## src/hdl/dlb_pkg.sv

```systemverilog
package dlb_pkg;

    // Request kinds carried on the input tuser bit
    localparam logic REQ_ADD    = 1'b0;
    localparam logic REQ_FINISH = 1'b1;

    // Fixed field widths of the stream payloads
    localparam int DEGREE_IN_W    = 32;
    localparam int ENTRY_IDX_W    = 6;
    localparam int BUCKET_START_W = 32;
    localparam int IN_USE_W       = 6;
    localparam int OUT_TDATA_W    = 48;

    // Sequencer states, one-hot
    typedef enum logic [6:0] {
        ST_IDLE   = 7'b0000001,
        ST_MSB    = 7'b0000010,
        ST_CNT_RD = 7'b0000100,
        ST_CNT_WR = 7'b0001000,
        ST_EM_RD  = 7'b0010000,
        ST_EM_ADD = 7'b0100000,
        ST_EM_OUT = 7'b1000000
    } state_t;

    // Control strobes to the count store
    typedef struct packed {
        logic rd_en;
        logic wr_en;
        logic clear;
    } ram_ctrl_t;

endpackage

```

## src/hdl/degree_log2_bucket_offsets_core.sv

```systemverilog
// Log2 degree histogram with bucket start offsets.
// Input stream: tuser selects the request (0 adds one node degree carried in
// tdata[31:0], 1 finishes the run). Only the low DEGREE_BITS of the degree count.
// Output stream: on finish, DEGREE_BITS+2 transactions, one per offset entry,
// carrying entry index, saturated prefix sum and buckets in use; tlast marks
// the final entry. A degree request produces no output.
// cfg_we/cfg_wdata write sorted_mode; it is sampled when a finish is accepted.
// A degree request passes through the iterative msb search and then the
// read-modify-write of the count store. A finish walks the entries: per entry
// one store read, one pass through the shared saturating adder and one output
// transaction.
// s_axis_tready is high only while the sequencer is idle.
// When the receiver stalls, the current entry is held in the output register
// and the walk pauses. After the last entry all counts, the node total and the
// occupancy clear, and the block is ready again.
// Reset: async active low; counts, node total, mode and all handshakes clear.
module degree_log2_bucket_offsets_core
    import dlb_pkg::*;
#(
    parameter int DEGREE_BITS = 32,
    parameter int COUNT_BITS  = 32
) (
    input  logic                   clk,
    input  logic                   rst_n,
    input  logic                   cfg_we,
    input  logic                   cfg_wdata,
    input  logic                   s_axis_tvalid,
    output logic                   s_axis_tready,
    input  logic [DEGREE_IN_W-1:0] s_axis_tdata,   // node_degree
    input  logic                   s_axis_tuser,   // req_type
    output logic                   m_axis_tvalid,
    input  logic                   m_axis_tready,
    output logic [OUT_TDATA_W-1:0] m_axis_tdata,   // entry_index, bucket_start, buckets_in_use
    output logic                   m_axis_tlast    // last_entry
);

    localparam int NUM_ENTRIES = DEGREE_BITS + 2;
    localparam int IDX_W       = $clog2(NUM_ENTRIES);

    state_t                     state_reg, state_next;
    logic                       mode_reg, mode_next;
    logic                       sorted_reg, sorted_next;
    logic [COUNT_BITS-1:0]      node_total_reg, node_total_next;
    logic [IDX_W-1:0]           max_reg, max_next;
    logic [IDX_W-1:0]           entry_reg, entry_next;
    logic [IDX_W-1:0]           idx_reg, idx_next;
    logic [COUNT_BITS-1:0]      run_reg, run_next;
    logic                       ovalid_reg, ovalid_next;
    logic [ENTRY_IDX_W-1:0]     oidx_reg, oidx_next;
    logic [BUCKET_START_W-1:0]  ostart_reg, ostart_next;
    logic [IN_USE_W-1:0]        ouse_reg, ouse_next;
    logic                       olast_reg, olast_next;

    logic                       in_fire;
    logic                       out_fire;
    logic [63:0]                deg_wide;
    logic [DEGREE_BITS-1:0]     degree;
    logic                       msb_start;
    logic                       msb_done;
    logic [IDX_W-1:0]           msb_entry;
    ram_ctrl_t                  ram_ctrl;
    logic [IDX_W-1:0]           ram_raddr;
    logic [COUNT_BITS-1:0]      ram_rdata;
    logic [COUNT_BITS-1:0]      add_a, add_b, add_sum;
    logic [COUNT_BITS-1:0]      em_val;
    logic                       is_last;
    logic [63:0]                sum_wide;

    // Input accepted only while idle
    assign s_axis_tready = (state_reg == ST_IDLE);

    assign in_fire  = s_axis_tvalid && s_axis_tready;
    assign out_fire = m_axis_tvalid && m_axis_tready;
    assign deg_wide = {32'b0, s_axis_tdata};
    assign degree   = deg_wide[DEGREE_BITS-1:0];
    assign msb_start = in_fire && (s_axis_tuser == REQ_ADD);
    assign is_last  = (idx_reg == IDX_W'(NUM_ENTRIES - 1));

    // Top set bit search
    dlb_msb_unit #(
        .DEGREE_BITS (DEGREE_BITS),
        .IDX_W       (IDX_W)
    ) u_msb (
        .clk    (clk),
        .rst_n  (rst_n),
        .start  (msb_start),
        .degree (degree),
        .done   (msb_done),
        .entry  (msb_entry)
    );

    // Per-entry counters
    dlb_count_ram #(
        .DEPTH      (NUM_ENTRIES),
        .IDX_W      (IDX_W),
        .COUNT_BITS (COUNT_BITS)
    ) u_ram (
        .clk   (clk),
        .rst_n (rst_n),
        .ctrl  (ram_ctrl),
        .raddr (ram_raddr),
        .waddr (entry_reg),
        .wdata (add_sum),
        .rdata (ram_rdata)
    );

    // Shared saturating adder
    dlb_sat_add #(
        .COUNT_BITS (COUNT_BITS)
    ) u_add (
        .a   (add_a),
        .b   (add_b),
        .sum (add_sum)
    );

    // Value of the entry being emitted in the current mode
    assign em_val = sorted_reg ? ram_rdata :
                    ((idx_reg == IDX_W'(1)) ? node_total_reg : '0);

    // Adder operand selection by phase
    always_comb
    begin
        unique case (state_reg)
            ST_EM_ADD:
            begin
                add_a = run_reg;
                add_b = em_val;
            end
            ST_CNT_WR:
            begin
                add_a = ram_rdata;
                add_b = COUNT_BITS'(1);
            end
            default:
            begin
                add_a = node_total_reg;
                add_b = COUNT_BITS'(1);
            end
        endcase
    end

    assign sum_wide = 64'(add_sum);

    // Sequencer
    always_comb
    begin
        state_next      = state_reg;
        mode_next       = mode_reg;
        sorted_next     = sorted_reg;
        node_total_next = node_total_reg;
        max_next        = max_reg;
        entry_next      = entry_reg;
        idx_next        = idx_reg;
        run_next        = run_reg;
        ovalid_next     = ovalid_reg;
        oidx_next       = oidx_reg;
        ostart_next     = ostart_reg;
        ouse_next       = ouse_reg;
        olast_next      = olast_reg;
        ram_ctrl        = '0;
        ram_raddr       = entry_reg;

        if (cfg_we)
            mode_next = cfg_wdata;

        unique case (state_reg)
            ST_IDLE:
            begin
                if (in_fire)
                begin
                    if (s_axis_tuser == REQ_ADD)
                    begin
                        node_total_next = add_sum;
                        state_next      = ST_MSB;
                    end
                    else
                    begin
                        sorted_next = mode_reg;
                        idx_next    = '0;
                        run_next    = '0;
                        state_next  = ST_EM_RD;
                    end
                end
            end
            ST_MSB:
            begin
                if (msb_done)
                begin
                    entry_next = msb_entry;
                    state_next = ST_CNT_RD;
                end
            end
            ST_CNT_RD:
            begin
                ram_ctrl.rd_en = 1'b1;
                state_next     = ST_CNT_WR;
            end
            ST_CNT_WR:
            begin
                ram_ctrl.wr_en = 1'b1;
                if (entry_reg > max_reg)
                    max_next = entry_reg;
                state_next = ST_IDLE;
            end
            ST_EM_RD:
            begin
                ram_ctrl.rd_en = 1'b1;
                ram_raddr      = idx_reg;
                state_next     = ST_EM_ADD;
            end
            ST_EM_ADD:
            begin
                run_next    = add_sum;
                ovalid_next = 1'b1;
                oidx_next   = ENTRY_IDX_W'(idx_reg);
                ostart_next = sum_wide[BUCKET_START_W-1:0];
                ouse_next   = sorted_reg ? IN_USE_W'(max_reg) : IN_USE_W'(1);
                olast_next  = is_last;
                state_next  = ST_EM_OUT;
            end
            ST_EM_OUT:
            begin
                if (out_fire)
                begin
                    ovalid_next = 1'b0;
                    if (olast_reg)
                    begin
                        ram_ctrl.clear  = 1'b1;
                        node_total_next = '0;
                        max_next        = '0;
                        state_next      = ST_IDLE;
                    end
                    else
                    begin
                        idx_next   = idx_reg + IDX_W'(1);
                        state_next = ST_EM_RD;
                    end
                end
            end
            default:
            begin
                state_next = ST_IDLE;
            end
        endcase
    end

    // Control state
    always_ff @(posedge clk or negedge rst_n)
    begin
        if (!rst_n)
        begin
            state_reg      <= ST_IDLE;
            mode_reg       <= 1'b0;
            node_total_reg <= '0;
            max_reg        <= '0;
            ovalid_reg     <= 1'b0;
        end
        else
        begin
            state_reg      <= state_next;
            mode_reg       <= mode_next;
            node_total_reg <= node_total_next;
            max_reg        <= max_next;
            ovalid_reg     <= ovalid_next;
        end
    end

    // Payload and walk registers
    always_ff @(posedge clk)
    begin
        sorted_reg <= sorted_next;
        entry_reg  <= entry_next;
        idx_reg    <= idx_next;
        run_reg    <= run_next;
        oidx_reg   <= oidx_next;
        ostart_reg <= ostart_next;
        ouse_reg   <= ouse_next;
        olast_reg  <= olast_next;
    end

    assign m_axis_tvalid = ovalid_reg;
    assign m_axis_tdata  = {{(OUT_TDATA_W - ENTRY_IDX_W - BUCKET_START_W - IN_USE_W){1'b0}},
                            ouse_reg, ostart_reg, oidx_reg};
    assign m_axis_tlast  = olast_reg;

    // Output only presented in the output phase
    assert property (@(posedge clk) disable iff (!rst_n)
        m_axis_tvalid |-> (state_reg == ST_EM_OUT))
        else $error("output valid outside output phase");

    // No input accepted while a result is pending
    assert property (@(posedge clk) disable iff (!rst_n)
        s_axis_tready |-> !m_axis_tvalid)
        else $error("input ready while output pending");

    // Last entry ends the walk and returns to idle with cleared totals
    assert property (@(posedge clk) disable iff (!rst_n)
        (m_axis_tvalid && m_axis_tready && m_axis_tlast)
            |=> (state_reg == ST_IDLE) && (node_total_reg == '0) && (max_reg == '0))
        else $error("finish did not clear state");

    // Emitted entry index stays within the table
    assert property (@(posedge clk) disable iff (!rst_n)
        m_axis_tvalid |-> (idx_reg <= IDX_W'(NUM_ENTRIES - 1)))
        else $error("entry index out of range");

    // Occupancy never exceeds the highest entry
    assert property (@(posedge clk) disable iff (!rst_n)
        max_reg <= IDX_W'(NUM_ENTRIES - 1))
        else $error("occupancy out of range");

endmodule

```

## src/hdl/dlb_sat_add.sv

```systemverilog
module dlb_sat_add #(
    parameter int COUNT_BITS = 32
) (
    input  logic [COUNT_BITS-1:0] a,
    input  logic [COUNT_BITS-1:0] b,
    output logic [COUNT_BITS-1:0] sum
);

    logic [COUNT_BITS:0] full_sum;

    // Add with carry out; clamp to all ones on overflow
    assign full_sum = {1'b0, a} + {1'b0, b};
    assign sum      = full_sum[COUNT_BITS] ? {COUNT_BITS{1'b1}} : full_sum[COUNT_BITS-1:0];

endmodule

```

## src/hdl/dlb_msb_unit.sv

```systemverilog
module dlb_msb_unit #(
    parameter int DEGREE_BITS = 32,
    parameter int IDX_W       = 6
) (
    input  logic                   clk,
    input  logic                   rst_n,
    input  logic                   start,
    input  logic [DEGREE_BITS-1:0] degree,
    output logic                   done,
    output logic [IDX_W-1:0]       entry
);

    localparam int STEPS = $clog2(DEGREE_BITS);
    localparam int PAD_W = 1 << STEPS;

    logic [PAD_W-1:0] val_reg, val_next;
    logic [STEPS-1:0] sh_reg, sh_next;
    logic [STEPS-1:0] pos_reg, pos_next;
    logic             nz_reg, nz_next;
    logic             busy_reg, busy_next;
    logic             done_reg, done_next;
    logic [PAD_W-1:0] hi_part;
    logic             take;

    // Binary search for the top set bit: one halving step per cycle
    assign hi_part = val_reg >> sh_reg;
    assign take    = |hi_part;

    always_comb
    begin
        val_next  = val_reg;
        sh_next   = sh_reg;
        pos_next  = pos_reg;
        nz_next   = nz_reg;
        busy_next = busy_reg;
        done_next = 1'b0;
        if (start)
        begin
            val_next  = PAD_W'(degree);
            sh_next   = STEPS'(PAD_W / 2);
            pos_next  = '0;
            nz_next   = |degree;
            busy_next = 1'b1;
        end
        else if (busy_reg)
        begin
            if (take)
            begin
                val_next = hi_part;
                pos_next = pos_reg | sh_reg;
            end
            if (sh_reg == STEPS'(1))
            begin
                busy_next = 1'b0;
                done_next = 1'b1;
            end
            else
            begin
                sh_next = sh_reg >> 1;
            end
        end
    end

    always_ff @(posedge clk or negedge rst_n)
    begin
        if (!rst_n)
        begin
            busy_reg <= 1'b0;
            done_reg <= 1'b0;
        end
        else
        begin
            busy_reg <= busy_next;
            done_reg <= done_next;
        end
    end

    always_ff @(posedge clk)
    begin
        val_reg <= val_next;
        sh_reg  <= sh_next;
        pos_reg <= pos_next;
        nz_reg  <= nz_next;
    end

    // Degree zero lands in entry 1, otherwise entry = msb position + 2
    assign done  = done_reg;
    assign entry = nz_reg ? (IDX_W'(pos_reg) + IDX_W'(2)) : IDX_W'(1);

endmodule

```

## src/hdl/dlb_count_ram.sv

```systemverilog
module dlb_count_ram
    import dlb_pkg::*;
#(
    parameter int DEPTH      = 34,
    parameter int IDX_W      = 6,
    parameter int COUNT_BITS = 32
) (
    input  logic                  clk,
    input  logic                  rst_n,
    input  ram_ctrl_t             ctrl,
    input  logic [IDX_W-1:0]      raddr,
    input  logic [IDX_W-1:0]      waddr,
    input  logic [COUNT_BITS-1:0] wdata,
    output logic [COUNT_BITS-1:0] rdata
);

    logic [COUNT_BITS-1:0] mem [DEPTH];
    logic [DEPTH-1:0]      valid_reg;
    logic [COUNT_BITS-1:0] rdata_reg;
    logic                  rvalid_reg;

    // Per-entry valid bits; an entry not yet written reads as zero
    always_ff @(posedge clk or negedge rst_n)
    begin
        if (!rst_n)
        begin
            valid_reg  <= '0;
            rvalid_reg <= 1'b0;
        end
        else
        begin
            if (ctrl.clear)
                valid_reg <= '0;
            else if (ctrl.wr_en)
                valid_reg[waddr] <= 1'b1;
            if (ctrl.rd_en)
                rvalid_reg <= valid_reg[raddr];
        end
    end

    // Storage array, registered read
    always_ff @(posedge clk)
    begin
        if (ctrl.wr_en)
            mem[waddr] <= wdata;
        if (ctrl.rd_en)
            rdata_reg <= mem[raddr];
    end

    assign rdata = rvalid_reg ? rdata_reg : '0;

endmodule

```

## config.mk

```make
export PLATFORM = sky130hd
export DESIGN_NAME = degree_log2_bucket_offsets_core
export DESIGN_NICKNAME = d
export VERILOG_FILES = /design/src/hdl/dlb_pkg.sv /design/src/hdl/degree_log2_bucket_offsets_core.sv /design/src/hdl/dlb_sat_add.sv /design/src/hdl/dlb_msb_unit.sv /design/src/hdl/dlb_count_ram.sv
export SDC_FILE = /design/constraint.sdc
export NUM_CORES = 2
export LEC_CHECK = 0
export ABC_AREA = 1
export BUFFER_PORTS_ARGS = -buffer_cell sky130_fd_sc_hd__buf_2
export CELL_PAD_IN_SITES_DETAIL_PLACEMENT = 1
export CELL_PAD_IN_SITES_GLOBAL_PLACEMENT = 2
export CORE_ASPECT_RATIO = 1.4
export CORE_MARGIN = 5
export CORE_UTILIZATION = 30
export DETAILED_ROUTE_END_ITERATION = 8
export PLACE_DENSITY = 0.7
export SLEW_MARGIN = 20
export SYNTH_ARGS = -nofsm -noshare
export SYNTH_HDL_FRONTEND = slang
export SYNTH_SLANG_ARGS = --single-unit
```

## constraint.sdc

```tcl
create_clock -name clk -period 10.8 [get_ports clk]
set_input_delay 2.7 -clock clk [delete_from_list [all_inputs] [get_ports clk]]
set_output_delay 2.7 -clock clk [all_outputs]
set_load 0.1 [all_outputs]
```

==> impl_metrics.yaml <==
timing:
  worst_slack_ps: 4760
  finalCriticalPeriod_ps: 6040
  fmax_ghz: 0.166
  setup-tns-final_ps: 0
  max_slew_margin: 0.269
  skew_ps: 28.3
  setup_viol: 0
  drv_slew: 0
  tightest_slew_ps: 1090
  finalCritPeriodShare: 0.559
  rsz0062_at_grt: "no"
  hold_viol: 0
clocking:
  cts_buffers: 132
  hold_buffers: 0
  clkTransAtPathRegs_ps: 70
  cts.htree.levels: 4
  clock_path_buffers: 3
  cts_tree: "built"
  clock_sinks: 1337
  post-cts-setup-buffers: 0
  clock_latency_ps: 770
  cts-root-buf: "clkbuf_16"
  cts_resized: 0
setup_path:
  cp.depth: 24
  setup.worst_path.class: "register to register"
  crit_required_ps: 11300
  r2r_slack_ps: 4760
  crit_fanout: 37
  endpoint: "run_reg[8]"
  worstRegToRegCells: 24
  timing.rr.end: "run_reg[8]"
  critPathCaptureType: "register"
  critPathBufInv: 5
  worst_path_most_repeated_cell: "nand2_1"
  arrival_ps: 6540
  critPathTopFamily: "simple AND/OR/NAND/NOR gates"
  rr_startpoint: "state_reg[2]"
  startpoint_type: "register"
  path_cells: "nor2_1, nand2_4, nor4_4, inv_2, buf_4, nand2_1, buf_4, o211ai_1, ha_1, fa_1, nand2_1, o21ai_1, nand2_1, nand2_1, nand2_1, nand2_1, nand2_1, nand2_1, nand4_1, nand2_2, inv_2, nand2_1, nand2_1, inv_1"
  crit_slowest_cell: "nand2_1"
  max_stage_delay_ps: 900
  crit_start: "state_reg[2]"
final_layout:
  final_cell_mix: "edfxtp_1, nand2_1, nand3_1"
  largest_register_ffs: 1088
  syn_to_final_growth_pct: 13.1
  layout_commonest_cell: "edfxtp_1"
  fin_nets: 5242
  final_cells: 7770
  layout-drive-gt1-share: 0.0956
synthesis:
  synth_area_um2: 58100
  yosys.area.top_type_share: 0.642
  synth_top_family_by_area: "simple AND/OR/NAND/NOR gates"
  synthTopCellsByArea: "edfxtp_1, nand2_1, nand3_1"
  yosys.area_share.simple: 0.151
  avgSynthCellArea_um2: 11.3
  ys_async_sr_fraction: 0.0628
  synth_cell_type_count: 55
  synth_compound_area_frac: 0.107
  synth_edf_count: 1243
  synthMuxAreaShare: 0.000194
  synth_seq_area_share: 0.682
  ys_seq_elements: 1337
  yosys.area.top_type: "edfxtp_1"
  synth_ff_type: "edfxtp_1"
  yosysWarnings: 0
  synthAdderAreaFrac: 0.00917
  syn_inst: 5155
  synth-xor-area-share: 0.00332
placement:
  io_buffers: 85
  post-place-cells: 7536
  place_ws_ps: 4710
  dp_hpwl_mm: 120
  place.gp.congestion: 0.891
floorplanning:
  start_util: 0.301
  chipHeight_um: 531
  coreArea_um2: 193000
  die_x_um: 382
  fp.dieArea_um2: 203000
  io_pins: 90
  rows: 191
global_routing:
  overflow: 0
  grt_pass1_vias: 42400
  antenna_found_initial: 3
  grt_pass1_wl_mm: 299
  grt_usage: 0.201
  grt_max_degree: 157
detailed_routing:
  num_vias: 41200
  dr.first_iter.drc_count: 2967
  dr.pass1.iters: 5
  wl_mm: 208
  drc: 0
  wire_per_inst_um: 26.8
  ant_nets: 0
  viasPerCell: 5.30
power:
  peakVddDrop_mv: 0.135
  powerDensity_nw_per_um2: 245
  leakagePower_uw: 0.0235
job:
  drv_cap: 0
outcome:
  status: "finished clean"
min_path:
  whs_path_depth: 2
  hold_class: "register to register"
cells in the mapped netlist (all sizes together) (2+ instances only):
| library cell | number |
|---|---|
| edfxtp | 1243 |
| nand2 | 999 |
| o21ai | 484 |
| nand3 | 477 |
| nor2 | 438 |
| inv | 319 |
| buf | 209 |
| a21oi | 163 |
| o22ai | 137 |
| o211ai | 115 |
| clkbuf | 104 |
| o21bai | 84 |
| dfrtp | 83 |
| or2 | 45 |
| nand4 | 44 |
| ha | 41 |
| nor3 | 31 |
| a31oi | 22 |
| a211oi | 19 |
| nor4 | 16 |
| o21ba | 13 |
| o221ai | 13 |
| xor2 | 13 |
| dfxtp | 10 |
| xnor2 | 9 |
| a221oi | 4 |
| nand3b | 4 |
| a21o | 3 |
| a21boi | 2 |
| clkinv | 2 |
| o31ai | 2 |
where the power goes:
group / total, uW / internal [uW] / leakage [uW] / switching (uW)
combinational: 4510 / 1080 / 0.00887 / 3440
sequential: 6890 / 6710 / 0.0125 / 180
clock: 4720 / 2690 / 0.00212 / 2030
total: 16100 / 10500 / 0.0235 / 5640
worst min-delay path by stage:
stage	startpoint	end
after global placement	u_msb.pos_reg[0]	u_msb.pos_reg[0]
after global routing	u_msb.pos_reg[0]	u_msb.pos_reg[0]
after floorplan	mode_reg	sorted_reg
after detailed placement	u_msb.pos_reg[0]	u_msb.pos_reg[0]
final	u_msb.pos_reg[0]	u_msb.pos_reg[0]
after CTS	u_msb.pos_reg[0]	u_msb.pos_reg[0]
through the flow:
step / hold slack [ps] / utilization / power, uW / instance area (um^2)
floorplan: 421 / - / 9860 / 58100
global placement: 452 / 0.318 / 11500 / 61300
detailed placement: 463 / 0.318 / 11600 / 61400
CTS: 473 / 0.340 / 16300 / 65700
global route: 491 / 0.340 / 16900 / 65700
finish: 468 / 0.340 / 16100 / 65700
final cells by class:
cell class	instances	area [um^2]
sequential	1337	39600
timing repair buffer	182	1280
multi-input combinational	3187	16100
antenna	1	2.50
tap	2509	3140
fill	21000	127000
clock buffer	174	3660
inverter	321	1210
clock inverter	59	681
worst reg2reg max path: cells and delay by family, from the launching register on:
family	cells	cell delay (ps)
buffers and inverters	5	1610
adders and majority gates	2	680
DFF	1	400
and+or+nand+nor	15	2810
AOI/OAI and AO/OA	2	280
kinds of logic after synthesis:
group / after synthesis
buffers and inverters: 634
multiplexers: 1
adder cells (fa/ha/maj): 42
other: 1
XOR/XNOR: 22
AND/OR/NAND/NOR: 2055
AO/OA/AOI/OAI: 1063
flip-flops: 1337
metal layers:
layer / global-route usage / up-vias / wire [um]
li1: - / 18400 / -
met1: 0.231 / 21500 / 81400
met2: 0.382 / 919 / 111000
met3: 0.0229 / 368 / 7500
met4: 0.0735 / 4 / 8180
met5: 0 / - / 16
No activity file was read; power rests on OpenSTA's default activity.
